===== src/hdl/barometric_pressure_compensation_top_assert.svh =====
// Assertion macros for the pressure compensation block.
`ifndef BAROMETRIC_PRESSURE_COMPENSATION_TOP_ASSERT_SVH
`define BAROMETRIC_PRESSURE_COMPENSATION_TOP_ASSERT_SVH

// Same-cycle implication, checked out of reset.
`define BPC_ASSERT_NOW(lbl, ante, cons) \
   lbl: assert property (@(posedge clock) disable iff (reset) (ante) |-> (cons)) \
      else $error("bpc: %s failed", "lbl");

// Next-cycle implication, checked out of reset.
`define BPC_ASSERT_NEXT(lbl, ante, cons) \
   lbl: assert property (@(posedge clock) disable iff (reset) (ante) |=> (cons)) \
      else $error("bpc: %s failed", "lbl");

`endif


===== src/hdl/bpc_pkg.sv =====
// ----------------------------------------------------------------------------
// bpc_pkg
// Shared constants and helpers for the pressure compensation pipeline.
// ----------------------------------------------------------------------------
package bpc_pkg;

   localparam int unsigned DIV_BITS = 32;

   typedef enum logic [1:0] {
      CSR_CAL_SIGNED_A   = 2'd0,
      CSR_CAL_UNSIGNED_A = 2'd1,
      CSR_CAL_B_PAIR     = 2'd2,
      CSR_CAL_M_PAIR     = 2'd3
   } csr_index_type;

   // signed divide by 2^k, truncating toward zero
   function automatic logic signed [31:0] sdiv_pow2(input logic signed [31:0] a,
                                                     input int unsigned k);
      logic signed [31:0] bias;
      bias = a[31] ? ((32'sd1 <<< k) - 32'sd1) : 32'sd0;
      return (a + bias) >>> k;
   endfunction

endpackage


===== src/hdl/bpc_udiv.sv =====
// ----------------------------------------------------------------------------
// bpc_udiv
// Pipelined unsigned 32/32 restoring divider, one quotient bit per stage.
// ----------------------------------------------------------------------------
module bpc_udiv
   import bpc_pkg::*;
(
   input  logic        clock,
   input  logic        adv,
   input  logic [31:0] num,
   input  logic [31:0] den,
   output logic [31:0] quo
);

   // entry i holds the operands entering stage i; the last stage only passes q
   logic [31:0] n_ff [1:DIV_BITS-1];
   logic [31:0] d_ff [1:DIV_BITS-1];
   logic [31:0] r_ff [1:DIV_BITS-1];
   logic [31:0] q_ff [1:DIV_BITS];

   for (genvar i = 0; i < DIV_BITS; i++) begin : g_stage
      logic [31:0] n_cur, d_cur, r_cur, q_cur;
      logic [32:0] sh;
      logic        ge;
      logic [32:0] diff;

      if (i == 0) begin : g_first
         assign n_cur = num;
         assign d_cur = den;
         assign r_cur = '0;
         assign q_cur = '0;
      end else begin : g_next
         assign n_cur = n_ff[i];
         assign d_cur = d_ff[i];
         assign r_cur = r_ff[i];
         assign q_cur = q_ff[i];
      end

      assign sh   = {r_cur, n_cur[31]};
      assign diff = sh - {1'b0, d_cur};
      assign ge   = (sh >= {1'b0, d_cur});

      always_ff @(posedge clock) begin
         if (adv) q_ff[i+1] <= {q_cur[30:0], ge};
      end

      if (i < DIV_BITS-1) begin : g_fwd
         always_ff @(posedge clock) begin
            if (adv) begin
               n_ff[i+1] <= {n_cur[30:0], 1'b0};
               d_ff[i+1] <= d_cur;
               r_ff[i+1] <= ge ? diff[31:0] : sh[31:0];
            end
         end
      end
   end

   assign quo = q_ff[DIV_BITS];

endmodule


===== config.mk =====
export PLATFORM = sky130hd
export DESIGN_NAME = bpc_udiv
export DESIGN_NICKNAME = d
export VERILOG_FILES = /design/src/hdl/barometric_pressure_compensation_top_assert.svh /design/src/hdl/bpc_pkg.sv /design/src/hdl/bpc_udiv.sv
export SDC_FILE = /design/constraint.sdc
export NUM_CORES = 2
export LEC_CHECK = 0
export BUFFER_PORTS_ARGS = -buffer_cell sky130_fd_sc_hd__buf_2
export CAP_MARGIN = 10
export CORE_AREA = 2 2 614 616
export CTS_BUF_LIST = sky130_fd_sc_hd__clkbuf_16
export DETAILED_ROUTE_END_ITERATION = 10
export DIE_AREA = 0 0 616 618
export REMOVE_ABC_BUFFERS = 1
export SLEW_MARGIN = 20
export SYNTH_ARGS = -nofsm -noshare
export SYNTH_HDL_FRONTEND = slang
export SYNTH_SLANG_ARGS = --single-unit

===== constraint.sdc =====
create_clock -name clock -period 4.85 [get_ports clock]
set_input_delay 0.2425 -clock clock [delete_from_list [all_inputs] [get_ports clock]]
set_output_delay 0.2425 -clock clock [all_outputs]
set_load 0.03 [all_outputs]

==> flow_summary.ini <==
[route]
detail_route.iter0.violations = 6149
via_per_instance_ratio = 5.20
detail_route.wirelength_um = 331000
post_route_drc = 0
drt_first_pass_iters = 6
drt-wirelength-per-cell_um = 18.1
vias = 95100
final_antenna_net_count = 0

[clocking]
clkLatencyLatePin_ns = 0.94
tritoncts_num_sinks = 3008
max-clock-path-buffers = 4
post_cts_resize_count = 0
cts_made_buffers = 338
tritoncts = yes
worst_setup_hold_path_clk_slew_ns = 0.06
cts_hold_buffers = 78
post_cts.repair.setup_buffers = 0
cts_root_buf = clkbuf_16
clock_tree.htree_level_count = 5

[placement]
dp_slack_ns = 0.499
hpwl_dp_um = 247000
port-buffer-count = 97
gp_congestion = 0.891

[worst_hold_path]
hold_path_class = in2reg
min_path_cells = 2
hold_end = n_ff[0][48]
hold_path.startpoint = num[17]

[worst_setup_path]
timing.critical_path.cells = ha_1 > nor2b_1 > o31ai_1 > a32oi_1 > a21oi_1 > o31ai_2 > a211oi_2 > o21ai_1 > a221oi_2 > o41ai_1 > a41oi_4 > buf_4 > o21ai_0
endpoint_type_of_the_worst_setup_path = register
start_kind = register
cp_max_fo = 23
worst_ep_arrival_time_ns = 5.09
cpPeakStageDelay_ns = 0.62
ff2ff_path_depth = 13
critical_path.n_buffers_inverters = 1
ff2ff_setup_slack_ns = 0.40
rr_endpoint = r_ff[1][167]
required_time_reported_for_the_critical_path_endpoint_ns = 5.49
critical-path-top-delay-family = compound AO/OA/AOI/OAI gates
slowest_stage = a41oi_4
worstReg2RegStart = r_ff[1][128]
criticalPathCategory = reg2reg

[logic_synthesis]
flops_latches_synth = 3008
post_synth_edffs = 3008
syn_area_um2 = 153000
ys_seq_area_share_pct = 59.2
synth_largest_type_area_fraction_pct = 59.2
yosys_warnings = 0
syn_avg_cell_area_um2 = 12.1
library_cell_occupying_the_most_area_in_the_post_synthesis_netlist = edfxtp_1
yosys-top-cells-area = edfxtp_1, ha_1, a21oi_1, inv_1, xnor2_1
syn-instance-count = 12700
synthArstFlopShare_pct = 0
synth.lib_cells_used.distinct = 95
top_reg_cell_synth = edfxtp_1

[sta]
max_slew.worst_pin.slew_ns = 1.27
rsz0062_at_grt = false
fin_crit_sh_pct = 91.8
final.min_clock_period_ns = 4.45
layout_setup_ws_ns = 0.399
report.final.slew_viol_count = 0
slew_headroom_pct = 15.3
report.final.setup_viol = 0
clock_skew_ns = 0.0648
maxClockFrequency_ghz = 0.225
hold_fails_final_rpt = 0

[floorplanning]
die_w_um = 616
initial_core_util_pct = 40.8
die-area_um2 = 381000
area_inside_the_core_boundary_um2 = 374000
ioPinCount = 98
std_cell_rows = 225
die_height_um = 618

[global_routing]
grt_pass1_wl_um = 522000
grt_antenna_before_repair = 5
grt_util_all_layers_pct = 17.1
grt_max_degree = 153
grt_pass1_vias = 94500
global_route.overflow_total = 0

[status]
status = finished clean

[power_and_ir_drop]
power.total_mw = 113
ir_worst_vdd_mv = 0.324
p_per_area_nw_per_um2 = 658
total_leakage_power_nw = 68.4

[layout]
final_common_cell = edfxtp_1
fillers = 33700
finalNetCount = 14100
flow.area_growth_from_synthesis_pct = 12.6
drive_gt1_share_pct = 8.13
commonest_cells_after_routing_fill_and_taps_aside = edfxtp_1, inv_1, a21oi_1, ha_1, nor2_1

[job]
max-cap-violations = 0
-- area by class of cell --
class	instances	area, um^2	area share (%)
flip-flops and latches	3008	90300	52.5
diodes	2	5.00	0.00291
inverters	1231	4620	2.69
multi-input cells	8116	56600	32.9
repair buffers	333	3070	1.78
well taps	4994	6250	3.63
clock buffers	343	8580	4.99
clock inverters	272	2430	1.41
-- layer usage --
layer / up-vias / track usage [%] / share of wire [%]
met5: - / 0 / 0
met4: 0 / 7.32 / 4.5
met3: 698 / 2.02 / 3.5
met2: 1653 / 31.3 / 51
met1: 45400 / 20.2 / 41
li1: 47400 / - / -
-- how the worst max path moves through the flow --
| stage | start | slack [ns] | cells after the start | end |
|---|---|---|---|---|
| floorplan | r_ff[0][163] | -1.47 | 10 | q_ff[0][192] |
| global placement | r_ff[2][162] | 0.53 | 13 | r_ff[2][194] |
| detailed placement | r_ff[1][128] | 0.50 | 13 | r_ff[1][171] |
| CTS | r_ff[1][128] | 0.44 | 13 | r_ff[1][167] |
| global route | r_ff[1][128] | 0.12 | 13 | r_ff[1][165] |
| finish | r_ff[1][128] | 0.40 | 13 | r_ff[1][167] |
-- synth_stat cells (15+ instances only) --
library cell	instances
a2111oi_0	15
a211o_1	34
a211oi_1	55
a21boi_0	47
a21o_1	491
a21oi_1	1187
a221o_1	18
a221oi_1	32
a31oi_1	109
a41oi_1	15
and2_1	24
and3_1	89
and4_1	27
buf_1	17
buf_2	50
clkbuf_1	222
edfxtp_1	3008
fa_1	30
ha_1	994
inv_1	1231
mux2_2	212
mux2_4	37
nand2_1	808
nand2b_1	134
nand3_1	163
nand4_1	153
nor2_1	809
nor2b_1	163
nor3_1	118
nor3b_1	18
nor4_1	36
o211ai_1	36
o21a_1	114
o21ai_0	772
o21ai_1	27
o21bai_1	126
o31a_1	28
o31ai_1	58
o41a_1	18
o41ai_1	19
or2_2	20
or3_1	36
or4_1	16
xnor2_1	498
xor2_1	331
-- per-stage QoR --
stage / area, um^2 / cells / setup TNS (ns) / hold slack [ns] / util [%]
2_1_floorplan: 151000 / 12400 / -105.99 / 0.341 / -
3_3_place_gp: 160000 / 17600 / 0 / 0.400 / 42.8
6_report: 172000 / 18300 / 0 / 0.0723 / 46.0
5_1_grt: 172000 / 18300 / 0 / 0.0440 / 45.9
3_5_place_dp: 160000 / 17600 / 0 / 0.405 / 42.8
4_1_cts: 172000 / 18300 / 0 / 0.00183 / 45.9
-- where the power goes --
part | switching, mW | internal, mW
clock | 10.5 | 14.7
combinational | 26.5 | 20.5
sequential | 3.67 | 37.2
total | 40.7 | 72.4
-- registers in the layout, summed over array words and instances (netlist names) --
signal	count
d_ff	992
q_ff	528
n_ff	496
r_ff	992
-- kinds of logic after synthesis --
group | share of synthesized area [%]
compound gates | 13.5
flops | 59.2
simple gates | 8.13
buf+inv | 3.86
fa+ha+maj | 8.54
xor+xnor | 4.76
mux | 2.03
(Power assumes the default switching activity.)
